--- src/sv/assert_macros.svh ---
// Assertion shorthands; the enclosing module provides clock and reset.
`ifndef ASSERT_MACROS_SVH
`define ASSERT_MACROS_SVH

// Condition holds at every edge outside reset.
`define HRT_ASSERT(label, cond, msg) \
   label: assert property (@(posedge clock) disable iff (reset) (cond)) else $error(msg);

// Trigger at one edge implies consequence at the next.
`define HRT_ASSERT_NEXT(label, trig, cons, msg) \
   label: assert property (@(posedge clock) disable iff (reset) (trig) |=> (cons)) \
      else $error(msg);

`endif

--- src/sv/hrt_pkg.sv ---
package hrt_pkg;

   localparam int MaxHeadersDefault = 16;
   localparam int MaxResults        = 4;
   localparam int ResCntW           = 3;
   localparam int ResIdxW           = 2;
   localparam int HdrNumW           = 5;

   localparam logic [7:0] CharColon = 8'h3A;
   localparam logic [7:0] CharSp    = 8'h20;
   localparam logic [7:0] CharTab   = 8'h09;
   localparam logic [7:0] CharCr    = 8'h0D;
   localparam logic [7:0] CharLf    = 8'h0A;

   typedef enum logic [2:0] {
      KIND_METHOD,
      KIND_URI,
      KIND_VERSION,
      KIND_NAME,
      KIND_VALUE,
      KIND_LINE_END,
      KIND_STATUS
   } kind_type;

   typedef enum logic [1:0] {
      STATUS_OK,
      STATUS_UNEXPECTED_END,
      STATUS_TOO_MANY
   } status_type;

   typedef enum logic [2:0] {
      PH_REQ,
      PH_LSTART,
      PH_LSTART_CR,
      PH_NAME,
      PH_VALUE,
      PH_VAL_CR,
      PH_VAL_LF,
      PH_DONE
   } phase_type;

   typedef struct packed {
      kind_type             kind;
      logic [7:0]           out_byte;
      logic [HdrNumW-1:0]   header_number;
      status_type           status;
   } result_type;

   // All results caused by one input byte, slot 0 first.
   typedef struct packed {
      result_type [MaxResults-1:0] res;
      logic [ResCntW-1:0]          count;
   } group_type;

endpackage

--- src/sv/hrt_classify.sv ---
`include "assert_macros.svh"

module hrt_classify #(
   parameter int MAX_HEADERS = hrt_pkg::MaxHeadersDefault
) (
   input  logic                clock,
   input  logic                reset,
   input  logic                step_fire,
   input  logic [7:0]          step_byte,
   input  logic                step_final,
   output hrt_pkg::group_type  step_group
);

   localparam int CntW = hrt_pkg::ResCntW;
   localparam int IdxW = hrt_pkg::ResIdxW;
   localparam int HnW  = hrt_pkg::HdrNumW;
   localparam int HcW  = $clog2(MAX_HEADERS + 1);
   localparam logic [HcW-1:0] HcMax = HcW'(MAX_HEADERS);

   typedef struct packed {
      hrt_pkg::phase_type  ph;
      logic [1:0]          lf;
      logic [HcW-1:0]      hc;
      logic                vs;
      logic [1:0]          hn;
      hrt_pkg::group_type  g;
   } walk_type;

   hrt_pkg::phase_type  phase_ff;
   logic [1:0]          line_field_ff;
   logic [HcW-1:0]      header_count_ff;
   logic                value_started_ff;
   logic [1:0]          held_count_ff;
   walk_type            w;

   function automatic logic is_blank(logic [7:0] b);
      return (b == hrt_pkg::CharSp) || (b == hrt_pkg::CharTab);
   endfunction

   function automatic walk_type f_emit(walk_type s, hrt_pkg::kind_type k, logic [7:0] b,
                                       hrt_pkg::status_type st);
      walk_type r;
      r = s;
      if (r.g.count < CntW'(hrt_pkg::MaxResults)) begin
         r.g.res[r.g.count[IdxW-1:0]] = '{kind: k, out_byte: b,
                                          header_number: HnW'(r.hc), status: st};
         r.g.count = r.g.count + CntW'(1);
      end
      return r;
   endfunction

   function automatic walk_type f_finish(walk_type s, hrt_pkg::status_type st);
      walk_type r;
      r = f_emit(s, hrt_pkg::KIND_STATUS, 8'h00, st);
      r.hn = '0;
      r.ph = hrt_pkg::PH_DONE;
      return r;
   endfunction

   function automatic walk_type f_in_name(walk_type s, logic [7:0] b);
      walk_type r;
      r = s;
      if (b == hrt_pkg::CharColon) begin
         r.ph = hrt_pkg::PH_VALUE;
         r.vs = 1'b0;
      end else if (is_blank(b)) begin
         r = s;
      end else if (b == hrt_pkg::CharCr || b == hrt_pkg::CharLf) begin
         r = f_finish(s, hrt_pkg::STATUS_UNEXPECTED_END);
      end else begin
         r = f_emit(s, hrt_pkg::KIND_NAME, b, hrt_pkg::STATUS_OK);
      end
      return r;
   endfunction

   function automatic walk_type f_in_value(walk_type s, logic [7:0] b);
      walk_type r;
      r = s;
      if (b == hrt_pkg::CharCr) begin
         r.hn = 2'd1;
         r.ph = hrt_pkg::PH_VAL_CR;
      end else if (b == hrt_pkg::CharLf) begin
         r.hn = 2'd1;
         r.ph = hrt_pkg::PH_VAL_LF;
      end else if (!r.vs && is_blank(b)) begin
         r = s;
      end else begin
         r.vs = 1'b1;
         r = f_emit(r, hrt_pkg::KIND_VALUE, b, hrt_pkg::STATUS_OK);
      end
      return r;
   endfunction

   function automatic walk_type f_line_start(walk_type s, logic [7:0] b);
      walk_type r;
      r = s;
      if (b == hrt_pkg::CharLf) begin
         r = f_finish(s, hrt_pkg::STATUS_OK);
      end else if (b == hrt_pkg::CharCr) begin
         r.hn = 2'd1;
         r.ph = hrt_pkg::PH_LSTART_CR;
      end else if (s.hc >= HcMax) begin
         r = f_finish(s, hrt_pkg::STATUS_TOO_MANY);
      end else begin
         r.ph = hrt_pkg::PH_NAME;
         r = f_in_name(r, b);
      end
      return r;
   endfunction

   always_comb begin
      w    = '0;
      w.ph = phase_ff;
      w.lf = line_field_ff;
      w.hc = header_count_ff;
      w.vs = value_started_ff;
      w.hn = held_count_ff;
      unique case (phase_ff)
         hrt_pkg::PH_REQ: begin
            if (step_final) begin
               w = f_finish(w, hrt_pkg::STATUS_UNEXPECTED_END);
            end else if (step_byte == hrt_pkg::CharSp && w.lf < 2'd2) begin
               w.lf = w.lf + 2'd1;
            end else if (step_byte == hrt_pkg::CharCr) begin
               w.lf = line_field_ff;
            end else if (step_byte == hrt_pkg::CharLf) begin
               if (w.lf < 2'd2) w = f_finish(w, hrt_pkg::STATUS_UNEXPECTED_END);
               else w.ph = hrt_pkg::PH_LSTART;
            end else begin
               w = f_emit(w, hrt_pkg::kind_type'({1'b0, w.lf}), step_byte,
                          hrt_pkg::STATUS_OK);
            end
         end
         hrt_pkg::PH_LSTART: begin
            w = f_line_start(w, step_byte);
         end
         hrt_pkg::PH_LSTART_CR: begin
            w.hn = '0;
            if (step_byte == hrt_pkg::CharLf) w = f_finish(w, hrt_pkg::STATUS_OK);
            else if (w.hc >= HcMax) w = f_finish(w, hrt_pkg::STATUS_TOO_MANY);
            else w = f_finish(w, hrt_pkg::STATUS_UNEXPECTED_END);
         end
         hrt_pkg::PH_NAME: begin
            w = f_in_name(w, step_byte);
         end
         hrt_pkg::PH_VALUE: begin
            w = f_in_value(w, step_byte);
         end
         hrt_pkg::PH_VAL_CR: begin
            if (step_byte == hrt_pkg::CharLf) begin
               w.hn = 2'd2;
               w.ph = hrt_pkg::PH_VAL_LF;
            end else begin
               w.hn = '0;
               w.ph = hrt_pkg::PH_VALUE;
               w.vs = 1'b1;
               w = f_emit(w, hrt_pkg::KIND_VALUE, hrt_pkg::CharCr, hrt_pkg::STATUS_OK);
               w = f_in_value(w, step_byte);
            end
         end
         hrt_pkg::PH_VAL_LF: begin
            w.hn = '0;
            if (is_blank(step_byte)) begin
               // folded line: one value space per line-break byte plus the blank
               w = f_emit(w, hrt_pkg::KIND_VALUE, hrt_pkg::CharSp, hrt_pkg::STATUS_OK);
               if (held_count_ff >= 2'd1)
                  w = f_emit(w, hrt_pkg::KIND_VALUE, hrt_pkg::CharSp, hrt_pkg::STATUS_OK);
               if (held_count_ff >= 2'd2)
                  w = f_emit(w, hrt_pkg::KIND_VALUE, hrt_pkg::CharSp, hrt_pkg::STATUS_OK);
               w.vs = 1'b1;
               w.ph = hrt_pkg::PH_VALUE;
            end else begin
               w = f_emit(w, hrt_pkg::KIND_LINE_END, 8'h00, hrt_pkg::STATUS_OK);
               w.hc = w.hc + HcW'(1);
               w.ph = hrt_pkg::PH_LSTART;
               w = f_line_start(w, step_byte);
            end
         end
         hrt_pkg::PH_DONE: begin
            w.ph = hrt_pkg::PH_DONE;
         end
      endcase
      if (step_final && w.ph != hrt_pkg::PH_DONE) begin
         w = f_finish(w, hrt_pkg::STATUS_UNEXPECTED_END);
      end
   end

   assign step_group = w.g;

   always_ff @(posedge clock) begin
      if (reset || (step_fire && step_final)) begin
         phase_ff         <= hrt_pkg::PH_REQ;
         line_field_ff    <= '0;
         header_count_ff  <= '0;
         value_started_ff <= 1'b0;
         held_count_ff    <= '0;
      end else if (step_fire) begin
         phase_ff         <= w.ph;
         line_field_ff    <= w.lf;
         header_count_ff  <= w.hc;
         value_started_ff <= w.vs;
         held_count_ff    <= w.hn;
      end
   end

   `HRT_ASSERT(a_hc_bound, header_count_ff <= HcMax, "header count above limit")
   `HRT_ASSERT(a_grp_bound, step_group.count <= CntW'(hrt_pkg::MaxResults), "too many results")
   `HRT_ASSERT_NEXT(a_final_rst, step_fire && step_final, phase_ff == hrt_pkg::PH_REQ, "no return to request line after final byte")

endmodule

--- src/sv/hrt_serialize.sv ---
`include "assert_macros.svh"

module hrt_serialize (
   input  logic                          clock,
   input  logic                          reset,
   input  logic                          load_valid,
   input  hrt_pkg::group_type            load_group,
   output logic                          load_ready,
   output logic                          rsp_valid,
   input  logic                          rsp_stall,
   output logic [2:0]                    rsp_kind,
   output logic [7:0]                    rsp_out_byte,
   output logic [hrt_pkg::HdrNumW-1:0]   rsp_header_number,
   output logic [1:0]                    rsp_status,
   output logic                          rsp_last_of_run
);

   localparam int CntW = hrt_pkg::ResCntW;
   localparam int IdxW = hrt_pkg::ResIdxW;

   hrt_pkg::result_type [hrt_pkg::MaxResults-1:0] res_ff;
   logic [CntW-1:0]     cnt_ff;
   logic [IdxW-1:0]     idx_ff;
   logic                valid_ff;
   logic                is_last;
   logic                take;
   logic                load;
   hrt_pkg::result_type cur;

   assign cur        = res_ff[idx_ff];
   assign is_last    = (CntW'(idx_ff) + CntW'(1)) == cnt_ff;
   assign take       = valid_ff && !rsp_stall;
   assign load_ready = !valid_ff || (take && is_last);
   assign load       = load_valid && (load_group.count != '0);

   always_ff @(posedge clock) begin
      if (reset) begin
         valid_ff <= 1'b0;
      end else if (load) begin
         valid_ff <= 1'b1;
      end else if (take && is_last) begin
         valid_ff <= 1'b0;
      end
   end

   always_ff @(posedge clock) begin
      if (load) begin
         res_ff <= load_group.res;
         cnt_ff <= load_group.count;
         idx_ff <= '0;
      end else if (take && !is_last) begin
         idx_ff <= idx_ff + IdxW'(1);
      end
   end

   assign rsp_valid         = valid_ff;
   assign rsp_kind          = cur.kind;
   assign rsp_out_byte      = cur.out_byte;
   assign rsp_header_number = cur.header_number;
   assign rsp_status        = cur.status;
   assign rsp_last_of_run   = is_last;

   `HRT_ASSERT(a_idx_in_range, !valid_ff || (CntW'(idx_ff) < cnt_ff), "result index past count")
   `HRT_ASSERT(a_status_last, !(valid_ff && cur.kind == hrt_pkg::KIND_STATUS) || is_last, "status word not last of run")

endmodule

--- src/sv/http_request_header_tokenizer.sv ---
// Channel   Dir  Handshake             Payload
// req_      in   req_valid/req_stall   data_byte[7:0], is_final
// rsp_      out  rsp_valid/rsp_stall   kind[2:0], out_byte[7:0], header_number[4:0],
//                                      status[1:0], last_of_run
//
// A byte is registered, classified combinationally and its words (zero to four) load the
// result stage, from which the first word goes out on rsp_. Bytes giving at most one word
// flow at one per cycle while rsp_stall is low; a byte giving more words keeps the result
// stage, and the next byte in the input register, busy until its last word is taken.
// Synchronous reset, and any byte with is_final once its words are queued, return to
// the request method; rsp_stall holds the word, req_stall marks a byte left waiting.
module http_request_header_tokenizer #(
   parameter int MAX_HEADERS = hrt_pkg::MaxHeadersDefault
) (
   input  logic                          clock,
   input  logic                          reset,
   input  logic                          req_valid,
   output logic                          req_stall,
   input  logic [7:0]                    req_data_byte,
   input  logic                          req_is_final,
   output logic                          rsp_valid,
   input  logic                          rsp_stall,
   output logic [2:0]                    rsp_kind,
   output logic [7:0]                    rsp_out_byte,
   output logic [hrt_pkg::HdrNumW-1:0]   rsp_header_number,
   output logic [1:0]                    rsp_status,
   output logic                          rsp_last_of_run
);

   // input register
   logic               in_valid_ff;
   logic [7:0]         in_byte_ff;
   logic               in_final_ff;

   logic               grp_ready;
   logic               step_fire;
   hrt_pkg::group_type step_group;

   // The byte moves on when the result stage is empty or emptying this cycle.
   assign step_fire = in_valid_ff && grp_ready;
   assign req_stall = in_valid_ff && !grp_ready;

   always_ff @(posedge clock) begin
      if (reset) begin
         in_valid_ff <= 1'b0;
      end else if (req_valid && !req_stall) begin
         in_valid_ff <= 1'b1;
      end else if (step_fire) begin
         in_valid_ff <= 1'b0;
      end
   end

   always_ff @(posedge clock) begin
      if (req_valid && !req_stall) begin
         in_byte_ff  <= req_data_byte;
         in_final_ff <= req_is_final;
      end
   end

   // Parser state and per-byte classification.
   hrt_classify #(
      .MAX_HEADERS (MAX_HEADERS)
   ) u_classify (
      .clock      (clock),
      .reset      (reset),
      .step_fire  (step_fire),
      .step_byte  (in_byte_ff),
      .step_final (in_final_ff),
      .step_group (step_group)
   );

   // Result stage: holds one byte's words and hands them out in order.
   hrt_serialize u_serialize (
      .clock             (clock),
      .reset             (reset),
      .load_valid        (step_fire),
      .load_group        (step_group),
      .load_ready        (grp_ready),
      .rsp_valid         (rsp_valid),
      .rsp_stall         (rsp_stall),
      .rsp_kind          (rsp_kind),
      .rsp_out_byte      (rsp_out_byte),
      .rsp_header_number (rsp_header_number),
      .rsp_status        (rsp_status),
      .rsp_last_of_run   (rsp_last_of_run)
   );

endmodule
--- config.mk ---
export PLATFORM = sky130hd
export DESIGN_NAME = http_request_header_tokenizer
export DESIGN_NICKNAME = d
export VERILOG_FILES = /design/src/sv/hrt_pkg.sv /design/src/sv/hrt_classify.sv /design/src/sv/hrt_serialize.sv /design/src/sv/http_request_header_tokenizer.sv
export VERILOG_INCLUDE_DIRS = /design/src /design/src/sv
export SDC_FILE = /design/constraint.sdc
export NUM_CORES = 1
export LEC_CHECK = 0
export BUFFER_PORTS_ARGS = -buffer_cell sky130_fd_sc_hd__buf_2
export CORE_AREA = 5 5 106 108
export CTS_CLUSTER_DIAMETER = 60
export DETAILED_ROUTE_END_ITERATION = 7
export DIE_AREA = 0 0 111 113
export PLACE_DENSITY = 0.73
export SLEW_MARGIN = 20
export SYNTH_ARGS = -nofsm -noshare
export SYNTH_HDL_FRONTEND = slang
export SYNTH_SLANG_ARGS = --single-unit
--- constraint.sdc ---
create_clock -name clock -period 6.65 [get_ports clock]
set_input_delay 0.665 -clock clock [delete_from_list [all_inputs] [get_ports clock]]
set_output_delay 0.665 -clock clock [all_outputs]
set_load 0.02 [all_outputs]
==> key figures, run 1 <==
STA
  • Actual slew at the worst max-slew pin: 1.099 ns
  • Final setup violation count: 0
  • Clock skew: between 0.01 and 0.015 ns
  • RSZ-0062 raised after global routing: no
  • Period Utilization, post-route: around 64%
  • Post-route minimum period: around 4.3 ns
  • Fmax: 233.8 MHz
  • Relative slew slack: between 20% and 30%
  • Final Hold Vio Count: 0
  • Setup Total Neg Slack: 0 ns
  • Hold slack: roughly 0.47 ns
  • Fin. max-slew vios: 0

CTS
  • Bufs on Longest Clock Path: 2
  • CTS tree: yes
  • Clk root buf: clkbuf_8
  • Post-CTS setup buffers: 0
  • PostCTS Resize Cnt: 0
  • Worst-path clk slew: around 0.08 ns
  • CTS HTree Levels: 3
  • CTS Buf Count: 9
  • Hold_buf cts: 0
  • Latest clock arrival within the worst-skew pair: 0.37 ns
  • CTS sink cnt: 78

Power and ir drop
  • P per Cell Area: between 200 and 300 nW/um^2
  • Leakage: 1.904 nW
  • Worst VDD drop: about 130 uV

Setup path
  • CP Cell Sequence: nor4_4 > nand2_1 > inv_2 > ha_1 > nor2_1 > a221o_1 > nor3b_2 > inv_1 > ha_1 > nor4_1 > nor3_2 > buf_4
  • Critical path fanouts, max: between 50 and 60
  • CP Capture Type: register
  • Worst EP required: ~6.7 ns
  • CP Launch Type: register
  • Worst EP arrival: approximately 4.3 ns
  • CP Launch Point: in_byte_ff[5]$_DFFE_PP_
  • Kind of critical path: register to register
  • Cell repeated most along the worst path: ha_1
  • Reg2reg start: in_byte_ff[5]$_DFFE_PP_
  • Critical Path Max Stage Delay: 0.53 ns
  • CP max stage cell: edfxtp_1

Cells and area
  • Post-layout util: 52.03%
  • ANT cells: 0
  • Share of layout cells above drive strength 1: ~15%
  • Final nets: 533
  • Syn-to-layout area delta: 9.820%
  • Design area: ~5300 sq um
  • Layout fillers: a little over 900

Detailed routing
  • Router iterations before antenna repair: 6
  • DRC viols: 0
  • Vias: a little over 4000
  • Initial DRC count: 551
  • Final ANT Viol Nets: 0
  • Post-DR vias/cell: between 6 and 7
  • Wirelength, routed: approximately 13000 um
  • Routed len/inst: approximately 20 um

Die
  • Core Rows: 37
  • IO Pins: 34
  • Die ar.: around 13000 sq um
  • Core Region: between 10000 and 15000 sq um
  • Die width: approximately 110 um
  • Die height: 113 um
  • Starting Density: 47.38%

Synth
  • EDFF count, synth: 61
  • Ys async rst share: 0%
  • Cells after synthesis: 490
  • Mapped Nets: about 510
  • Unique masters post-synth: 70
  • Number of synthesis warnings: 0
  • Mean post-synth cell area: between 9 and 10 sq um
  • Synthesized flop and latch total: between 70 and 80
  • Synth top area share: between 30% and 40%
  • Top_reg_cell synth: edfxtp_1
  • Leading area contributor after synthesis: edfxtp_1
  • Sequential-to-total area share from yosys stat: approximately 45%
  • Mapped Area: between 4000 and 5000 sq um
  • Top cells by area, synth: edfxtp_1 38%, dfxtp_1 7.1%, nor2_1 4.1%

Placed design
  • DP Area: between 5000 and 6000 sq um
  • Detailed placement HPWL: 9477 um
  • Routability cong.: between 1 and 1.5
  • Buffers on Ports: 33

GRT
  • Initial antenna violation count: 0
  • Pin count of the biggest net entering global routing: 53
  • Gr usage total: 21.05%
  • Grt ovf: 0
  • Global-route wire length before repair: around 21000 um
  • Vias in the first global route: 3947

Outcome
  • Status: finished clean

Min path
  • Worst min-delay path startpoint: req_data_byte[1]
  • Worst min path class: input port to register

Run
  • Max_cap viols: 0
-- report_power, final --
group	total (W)	switching, W	leakage (nW)	internal [W]
Sequential	0.000595	0.0000315	0.723	0.000564
Clock	0.000390	0.000177	0.106	0.000213
Combinational	0.000353	0.000212	1.08	0.000141
-- Yosys cell counts, types with 4 or more instances --
library cell	n
edfxtp_1	61
nor2_1	53
a21oi_1	35
nand2_1	31
o21ai_0	28
clkbuf_1	24
nand3_1	20
inv_1	19
dfxtp_1	17
mux2i_1	13
nor3_1	13
a21o_1	10
and2_1	10
ha_1	10
a31oi_1	9
and3_1	8
mux4_2	8
nand2b_1	6
xnor2_1	6
nand3b_1	5
nand4_1	5
nor4_1	5
o22ai_1	5
a211oi_1	4
a32oi_1	4
o211ai_1	4
o31ai_1	4
or2_2	4
or4_1	4
-- metal layers --
layer / up-vias / GRT usage, % / part of all wire (%)
met5: - / 0 / 0
met4: 0 / 10.02 / 2.7
met3: 29 / 2.727 / 7.6
met2: 217 / 31.92 / 45
met1: 1968 / 30.01 / 45
li1: 1921 / - / -
-- area by class of cell --
cell class | instances | area, sq um | area share [%]
Clock buffer | 11 | 131.4 | 2.491
Clock inverter | 5 | 81.33 | 1.542
Inverter | 21 | 78.83 | 1.494
Multi-Input combinational cell | 363 | 2446 | 46.37
Sequential cell | 78 | 2172 | 41.18
Tap cell | 136 | 170.2 | 3.226
Timing Repair Buffer | 37 | 195.2 | 3.700
-- cells in the final DEF, fill, tap and decap left out, types with 5 or more instances in the layout --
cell type / count
and3_1: 8
clkbuf_8: 9
nand4_1: 5
a21o_1: 10
a31oi_1: 9
nor3_1: 12
mux2i_1: 13
nor4_1: 5
mux4_2: 8
a21oi_1: 35
buf_2: 33
ha_1: 10
nand3b_1: 5
edfxtp_1: 61
o21ai_0: 28
o22ai_1: 5
xnor2_1: 6
and2_1: 10
nor2_1: 53
nand2b_1: 6
dfxtp_1: 17
nand3_1: 20
inv_1: 19
nand2_1: 31
-- flip-flops by register name, summed over array words and instances, names as in the netlist --
name                         cells
u_serialize.res_ff              50
in_byte_ff                       8
u_classify.header_count_ff       5
u_classify.phase_ff              3
u_classify.held_count_ff         2
u_classify.line_field_ff         2
u_serialize.cnt_ff               2
u_serialize.idx_ff               2
in_final_ff                      1
in_valid_ff                      1
u_classify.value_started_ff      1
u_serialize.rsp_valid            1
-- stage by stage --
step | setup slack, ns | instances | total power, W
global route | 2.083 | 651 | 0.001399
finish | 2.372 | 651 | 0.001338
CTS | 2.398 | 651 | 0.001347
detailed placement | 2.433 | 635 | 0.0009617
global placement | 2.579 | 635 | 0.0009542
floorplan | 0.1218 | 490 | 0.0008612
-- kinds of logic (layout without fill, tap and decap cells) --
kind of cell,Yosys count,after routing,synth area share (%)
and+or+nand+nor,185,185,20.40
AOI/OAI and AO/OA,139,139,19.90
DFF,78,78,45.22
buffers and inverters,49,74,3.960
muxes,21,21,6.460
adders and majority gates,10,10,2.605
xor gates and xnor gates,8,8,1.459
-- critical path: cells and delay by family, from the launching register on --
family	cells	cell delay, ns
AO/OA/AOI/OAI	1	0.33
buffers and inverters	3	0.72
AND/OR/NAND/NOR	6	1.89
flip-flops	1	0.53
adder cells (fa/ha/maj)	2	0.45
-- path summary, 6_finish.rpt --
check / endpoint / slack (ns) / cells past startpoint
setup / recovery: u_serialize.res_ff[15]$_DFFE_PP_ / 2.37 / 12
hold / removal: in_byte_ff[1]$_DFFE_PP_ / 0.47 / 1
setup reg to reg: u_serialize.res_ff[15]$_DFFE_PP_ / 2.37 / 12
hold reg to reg: u_classify.value_started_ff$_SDFFE_PP0P_ / 0.49 / 2
No activity file was read; power rests on OpenSTA's default activity.
==> run 2: changes to the inputs <==
==> constraint.sdc (replaced) <==
create_clock -name clock -period 3.8 [get_ports clock]
set_input_delay 0.38 -clock clock [delete_from_list [all_inputs] [get_ports clock]]
set_output_delay 0.38 -clock clock [all_outputs]
set_load 0.02 [all_outputs]
==> run 2 against run 1 <==
Effect of this change: flip-flop and latch count unchanged; via count increased by 4.6%; fmax increased by 18%; clock-buffer cell count increased by 1; global-route usage increased by 2.7 points; core utilization increased by 3.7 points; critical endpoint is now u_serialize.res_ff[31]$_DFFE_PP_; largest power group unchanged.
==> key figures, run 2 (synthesis gave the netlist of run 1 again) <==
Cells and area
  • Syn-to-layout area delta: 17.66%
  • Final nets: between 500 and 600
  • ANT cells: 0
  • Commonest non-fill, non-tap cell in the layout: edfxtp_1
  • Layout fillers: roughly 900
  • Commonest non-fill, non-tap cells in the layout: 61 x edfxtp_1, 51 x nor2_1, 43 x buf_4, 35 x a21oi_1, 33 x buf_2
  • Area of the multi-input gates: roughly 2500 sq um
  • Sequential Area: around 2200 sq um
  • Max reg flops: 50
  • Share of layout cells above drive strength 1: between 20% and 30%
  • Most flop-heavy register: u_serialize.res_ff
  • Top flop regs: u_serialize.res_ff: 50 flops, in_byte_ff: 8 flops, u_classify.header_count_ff: 5 flops

Setup path
  • Critical path fanouts, max: 52
  • Worst EP arrival: approximately 3.7 ns
  • CP Launch Type: register
  • Kind of critical path: register to register
  • CP Capture Type: register
  • Worst EP required: about 3.8 ns
  • Reg2Reg Setup Slack: about 0.16 ns
  • CP Launch Point: u_classify.header_count_ff[0]$_SDFFE_PP0P_
  • Reg2reg start: u_classify.header_count_ff[0]$_SDFFE_PP0P_

CTS
  • Latest clock arrival within the worst-skew pair: 0.36 ns
  • Worst-path clk slew: 0.08 ns
  • Post-CTS setup buffers: 0
  • CTS tree: yes
  • PostCTS Resize Cnt: 0
  • CTS Buf Count: 9
  • CTS HTree Levels: 3
  • Hold_buf cts: 0
  • CTS sink cnt: 78
  • Clk root buf: clkbuf_8
  • Bufs on Longest Clock Path: 2

GRT
  • Global-route wire length before repair: about 23000 um
  • Initial antenna violation count: 0
  • Grt ovf: 0
  • Vias in the first global route: 4177
  • Pin count of the biggest net entering global routing: between 50 and 60
  • Gr usage total: 23.79%

Die
  • Core Region: approximately 10000 sq um
  • Starting Density: 47.38%
  • Core Rows: 37
  • IO Pins: 34
  • Die ar.: 12540 sq um
  • Die height: 113 um
  • Die width: roughly 110 um

Detailed routing
  • Metal2 WL: 6475 um
  • Met3 WL: ~1100 um
  • DRC viols: 0
  • Wirelength, routed: about 15000 um
  • Wire length on met1: between 6000 and 7000 um
  • Router iterations before antenna repair: 6
  • Vias: 4325
  • Final ANT Viol Nets: 0
  • Initial DRC count: between 500 and 600
  • Post-DR vias/cell: around 6.3
  • Top routing layer used: met4
  • Routed len/inst: approximately 21 um

STA
  • Final setup violation count: 0
  • RSZ-0062 raised after global routing: no
  • Period Utilization, post-route: between 90% and 100%
  • Final Hold Vio Count: 0
  • Post-route minimum period: 3.637 ns
  • Clock skew: roughly 0.0086 ns
  • Fmax: 275.0 MHz
  • Actual slew at the worst max-slew pin: approximately 0.77 ns
  • Hold slack: 0.1870 ns
  • Fin. max-slew vios: 0
  • Relative slew slack: roughly 49%

Placed design
  • Detailed placement HPWL: around 11000 um
  • Buffers on Ports: 33
  • Routability cong.: between 0.9 and 1

Min path
  • Worst min path class: input port to register
  • Worst min-delay path startpoint: req_data_byte[3]

Power and ir drop
  • Leakage: about 2.1 nW
  • Worst VDD drop: ~210 uV
  • P per Cell Area: roughly 420 nW/um^2
  • Overall power: ~0.0024 W

Run
  • Max_cap viols: 0

Outcome
  • Status: finished clean
-- run 2: layout make-up --
| type | count | share of cell area (%) |
|---|---|---|
| multi-input combinational | 363 | 44.45 |
| clock inverter | 4 | 1.284 |
| inverter | 21 | 1.439 |
| clock buffer | 12 | 2.391 |
| sequential | 78 | 38.43 |
| timing repair buffer | 77 | 8.988 |
| tap | 136 | 3.011 |
-- run 2: per-layer routing --
layer	GRT usage, %	vias up
met3	4.385	43
met4	10.84	0
met1	32.93	2043
met5	0	-
li1	-	1994
met2	36.49	245
-- run 2: worst paths after layout --
kind,depth (start not counted),endpoint
max,10,u_serialize.res_ff[31]$_DFFE_PP_
min,1,in_byte_ff[3]$_DFFE_PP_
max reg2reg,10,u_serialize.res_ff[31]$_DFFE_PP_
min reg2reg,2,u_classify.value_started_ff$_SDFFE_PP0P_
-- run 2: critical path: stages, from the launching register on --
cell and delay (ns):
dfxtp_1 0.37, ha_1 0.24, nand3_1 0.22, xnor2_1 0.50
o21ai_0 0.30, o2111a_1 0.41, buf_4 0.18, o31ai_2 0.42
nor4_2 0.13, nor3_4 0.22, buf_12 0.28
-- run 2: through the flow --
step,util (%),instances,setup slack (ns),TNS [ns],cell area (sq um)
after global routing,55.74,691,0.02382,0,5652
final,55.74,691,0.1631,0,5652
after global placement,53.61,675,0.2916,0,5435
after detailed placement,53.61,675,0.2059,0,5435
after CTS,55.66,691,0.1646,0,5643
after floorplan,-,490,-0.1869,-9.719,4875
-- run 2: power by group --
| part | internal, W | switching, W | total (W) |
|---|---|---|---|
| Sequential | 0.000986 | 0.0000342 | 0.00102 |
| Combinational | 0.000267 | 0.000408 | 0.000675 |
| Clock | 0.000370 | 0.000305 | 0.000675 |
| Total | 0.00162 | 0.000747 | 0.00237 |
==> run 3: changes to the inputs <==
--- a/config.mk
+++ b/config.mk
@@ -7,12 +7,13 @@
 export NUM_CORES = 1
 export LEC_CHECK = 0
 export BUFFER_PORTS_ARGS = -buffer_cell sky130_fd_sc_hd__buf_2
-export CORE_AREA = 5 5 106 108
+export CORE_AREA = 2 2 126 128
 export CTS_CLUSTER_DIAMETER = 60
 export DETAILED_ROUTE_END_ITERATION = 7
-export DIE_AREA = 0 0 111 113
-export PLACE_DENSITY = 0.73
+export DIE_AREA = 0 0 128 130
+export PLACE_DENSITY = 0.64
 export SLEW_MARGIN = 20
 export SYNTH_ARGS = -nofsm -noshare
 export SYNTH_HDL_FRONTEND = slang
+export SYNTH_HIERARCHICAL = 1
 export SYNTH_SLANG_ARGS = --single-unit
==> run 3 against run 2 <==
Effect of this change: wire length up 1.8%; critical path depth up 2; worst hold slack better by 0.013 ns; clock skew down 0.00052 ns; setup slack better by 0.084 ns; combinational power up 3.3%; via count down 0.32%; global-route usage down 5.2 points; flip-flop and latch count up 23; final cell count up 9.6%; critical path type unchanged; critical endpoint is now u_serialize/res_ff[40]$_DFFE_PP_; largest cell class is now registers.
==> key figures, run 3 <==
Outcome
  • Status: finished clean

Synth
  • Leading area contributor after synthesis: edfxtp_1
  • Sequential-to-total area share from yosys stat: roughly 47%
  • Mapped Area: 6145 sq um
  • Top_reg_cell synth: edfxtp_1
  • Synthesized flop and latch total: 101
  • Most common cell in the netlist: edfxtp_1
  • Synth Area in Compound Gates: ~15%
  • Unique masters post-synth: 82
  • Mux share of post-synthesis cell area: between 7 and 8%
  • Cells after synthesis: 560
  • Largest family of logic cells by synthesized area: simple AND/OR/NAND/NOR gates
  • Most instantiated cells after synthesis: 84 x edfxtp_1, 77 x buf_4, 41 x nor2_1, 28 x a21oi_1, 28 x nand2_1
  • Top cells by area, synth: edfxtp_1 41%, buf_4 9.4%, mux4_2 6.6%
  • Ys async rst share: 0%
  • Number of synthesis warnings: 6
  • Synth top area share: around two fifths
  • Mean post-synth cell area: between 10 and 15 sq um
  • Fraction of synthesized cell area in xor and xnor cells: under 10%
  • Post-synthesis simple-gate area fraction: around 15%
  • EDFF count, synth: between 80 and 90
  • Post-Synth Adder-Cell Area: roughly 2.0%

GRT
  • Gr usage total: between 15 and 20%
  • Initial antenna violation count: 0
  • Global-route wire length before repair: ~23000 um
  • Pin count of the biggest net entering global routing: 51
  • Vias in the first global route: approximately 4200
  • Grt ovf: 0

STA
  • Fin. max-slew vios: 0
  • Clock skew: 0.008057 ns
  • Relative slew slack: a little under three fifths
  • Post-route minimum period: 3.553 ns
  • Final setup violation count: 0
  • RSZ-0062 raised after global routing: no
  • Setup Total Neg Slack: 0 ns
  • Hold slack: between 0.2 and 0.25 ns
  • Final Hold Vio Count: 0
  • Period Utilization, post-route: 93.49%
  • Actual slew at the worst max-slew pin: ~0.66 ns
  • Fmax: between 200 and 300 MHz

Die
  • Core Rows: 46
  • Die height: around 130 um
  • Die width: 128 um
  • Core Region: 15420 sq um
  • Starting Density: approximately two fifths
  • Die ar.: between 15000 and 20000 sq um
  • IO Pins: 34

CTS
  • Latest clock arrival within the worst-skew pair: approximately 0.35 ns
  • CTS Buf Count: 9
  • Worst-path clk slew: about 0.070 ns
  • PostCTS Resize Cnt: 0
  • CTS tree: yes
  • CTS sink cnt: roughly 100
  • Post-CTS setup buffers: 0
  • Bufs on Longest Clock Path: 2
  • CTS HTree Levels: 3
  • Hold_buf cts: 0
  • Clk root buf: clkbuf_16

Setup path
  • Worst EP required: between 3 and 4 ns
  • Critical path fanouts, max: 25
  • CP Capture Type: register
  • CP Launch Type: register
  • Kind of critical path: register to register
  • Worst EP arrival: between 3 and 4 ns

Power and ir drop
  • Leakage: 2.431 nW
  • P per Cell Area: between 400 and 500 nW/um^2
  • Worst VDD drop: 192.7 uV
  • Gate power share: 24.0%
  • Psw: 0.0008665 W
  • Clock share of power: a little under a third
  • Sequential power share: a little under half
  • Int Power: between 0.002 and 0.0025 W
  • Sw Ratio: approximately 30%

Detailed routing
  • Router iterations before antenna repair: 5
  • Initial DRC count: 460
  • Routed len/inst: 19.61 um
  • Post-DR vias/cell: 5.695
  • Wirelength, routed: between 10000 and 15000 um
  • Vias: 4311
  • DRC viols: 0
  • Final ANT Viol Nets: 0

Cells and area
  • Most flop-heavy register: u_serialize/res_ff
  • Share of layout cells above drive strength 1: about a quarter
  • Top flop regs: u_serialize/res_ff: 72 flops, in_byte_ff: 8 flops, u_classify/header_count_ff: 5 flops
  • Final nets: between 500 and 600
  • Syn-to-layout area delta: 6.659%
  • Commonest non-fill, non-tap cell in the layout: edfxtp_1
  • ANT cells: 0
  • Commonest non-fill, non-tap cells in the layout: 84 x edfxtp_1, 39 x nor2_1, 37 x buf_4, 33 x buf_2, 28 x nand2_1
  • Max reg flops: slightly above 70
  • Layout fillers: 1453

Placed design
  • Buffers on Ports: 33
  • Detailed placement HPWL: about 11000 um
  • Routability cong.: about 0.94

Run
  • Max_cap viols: 0

Min path
  • Worst min path class: input port to register
-- run 3: worst paths after layout --
kind,start,cells past startpoint,end,slack [ns]
setup / recovery,in_byte_ff[5]$_DFFE_PP_,12,u_serialize/res_ff[40]$_DFFE_PP_,0.25
setup reg to reg,in_byte_ff[5]$_DFFE_PP_,12,u_serialize/res_ff[40]$_DFFE_PP_,0.25
hold / removal,req_data_byte[1],1,in_byte_ff[1]$_DFFE_PP_,0.20
hold reg to reg,u_serialize/rsp_valid$_SDFFE_PP0P_,2,u_serialize/rsp_valid$_SDFFE_PP0P_,0.54
-- run 3: critical path: stages, from the launching register on --
cell and delay (ns):
edfxtp_1 0.52, and2b_1 0.39, and3_1 0.35, ha_1 0.20, nor3_1 0.05, o21ai_0 0.26, nand4_1 0.21, inv_1 0.13
ha_1 0.24, mux2_4 0.28, o31ai_4 0.24, clkinvlp_4 0.17, buf_4 0.25
-- run 3: layer usage --
layer,vias up,routed length [um],track usage (%)
li1,2001,-,-
met1,2079,6556,25.51
met2,205,6757,29.13
met3,26,1156,4.059
met4,0,378,6.787
met5,-,0,0
-- run 3: cells by family (layout without fill, tap and decap cells) --
kind of cell	Yosys count	in the layout
buffers and inverters	118	105
multiplexers	24	24
other	1	19
adder cells (fa/ha/maj)	10	10
XOR/XNOR	9	9
flip-flops	101	101
AND/OR/NAND/NOR	168	168
AO/OA/AOI/OAI	129	129
-- run 3: layout make-up --
cell class	instances	area [sq um]	share of cell area, %
flip-flops and latches	101	2863	43.68
multi-input cells	359	2624	40.03
repair buffers	71	462.9	7.064
well taps	192	240.2	3.666
clock buffers	9	225.2	3.436
inverters	18	71.32	1.088
clock inverters	7	67.56	1.031
-- run 3: power by group through the flow --
stage / Sequential, W / Clock, W / Combinational (W)
after floorplan: 0.00134 / 0 / 0.000553
after global placement: 0.00135 / 0 / 0.000703
after detailed placement: 0.00135 / 0 / 0.000701
after CTS: 0.00133 / 0.000916 / 0.000703
after global routing: 0.00134 / 0.000956 / 0.000753
final: 0.00133 / 0.000885 / 0.000697
-- run 3: per-stage QoR --
step	utilization [%]	instance area [sq um]	cells	worst slack, ns	total power [W]
final	42.49	6554	757	0.2473	0.002907
after global routing	42.49	6554	757	0.01555	0.003044
after CTS	42.34	6531	754	0.2146	0.002946
after detailed placement	40.44	6238	738	0.2688	0.002054
after global placement	40.44	6238	738	0.2897	0.002049
after floorplan	-	6257	578	-0.5424	0.001895
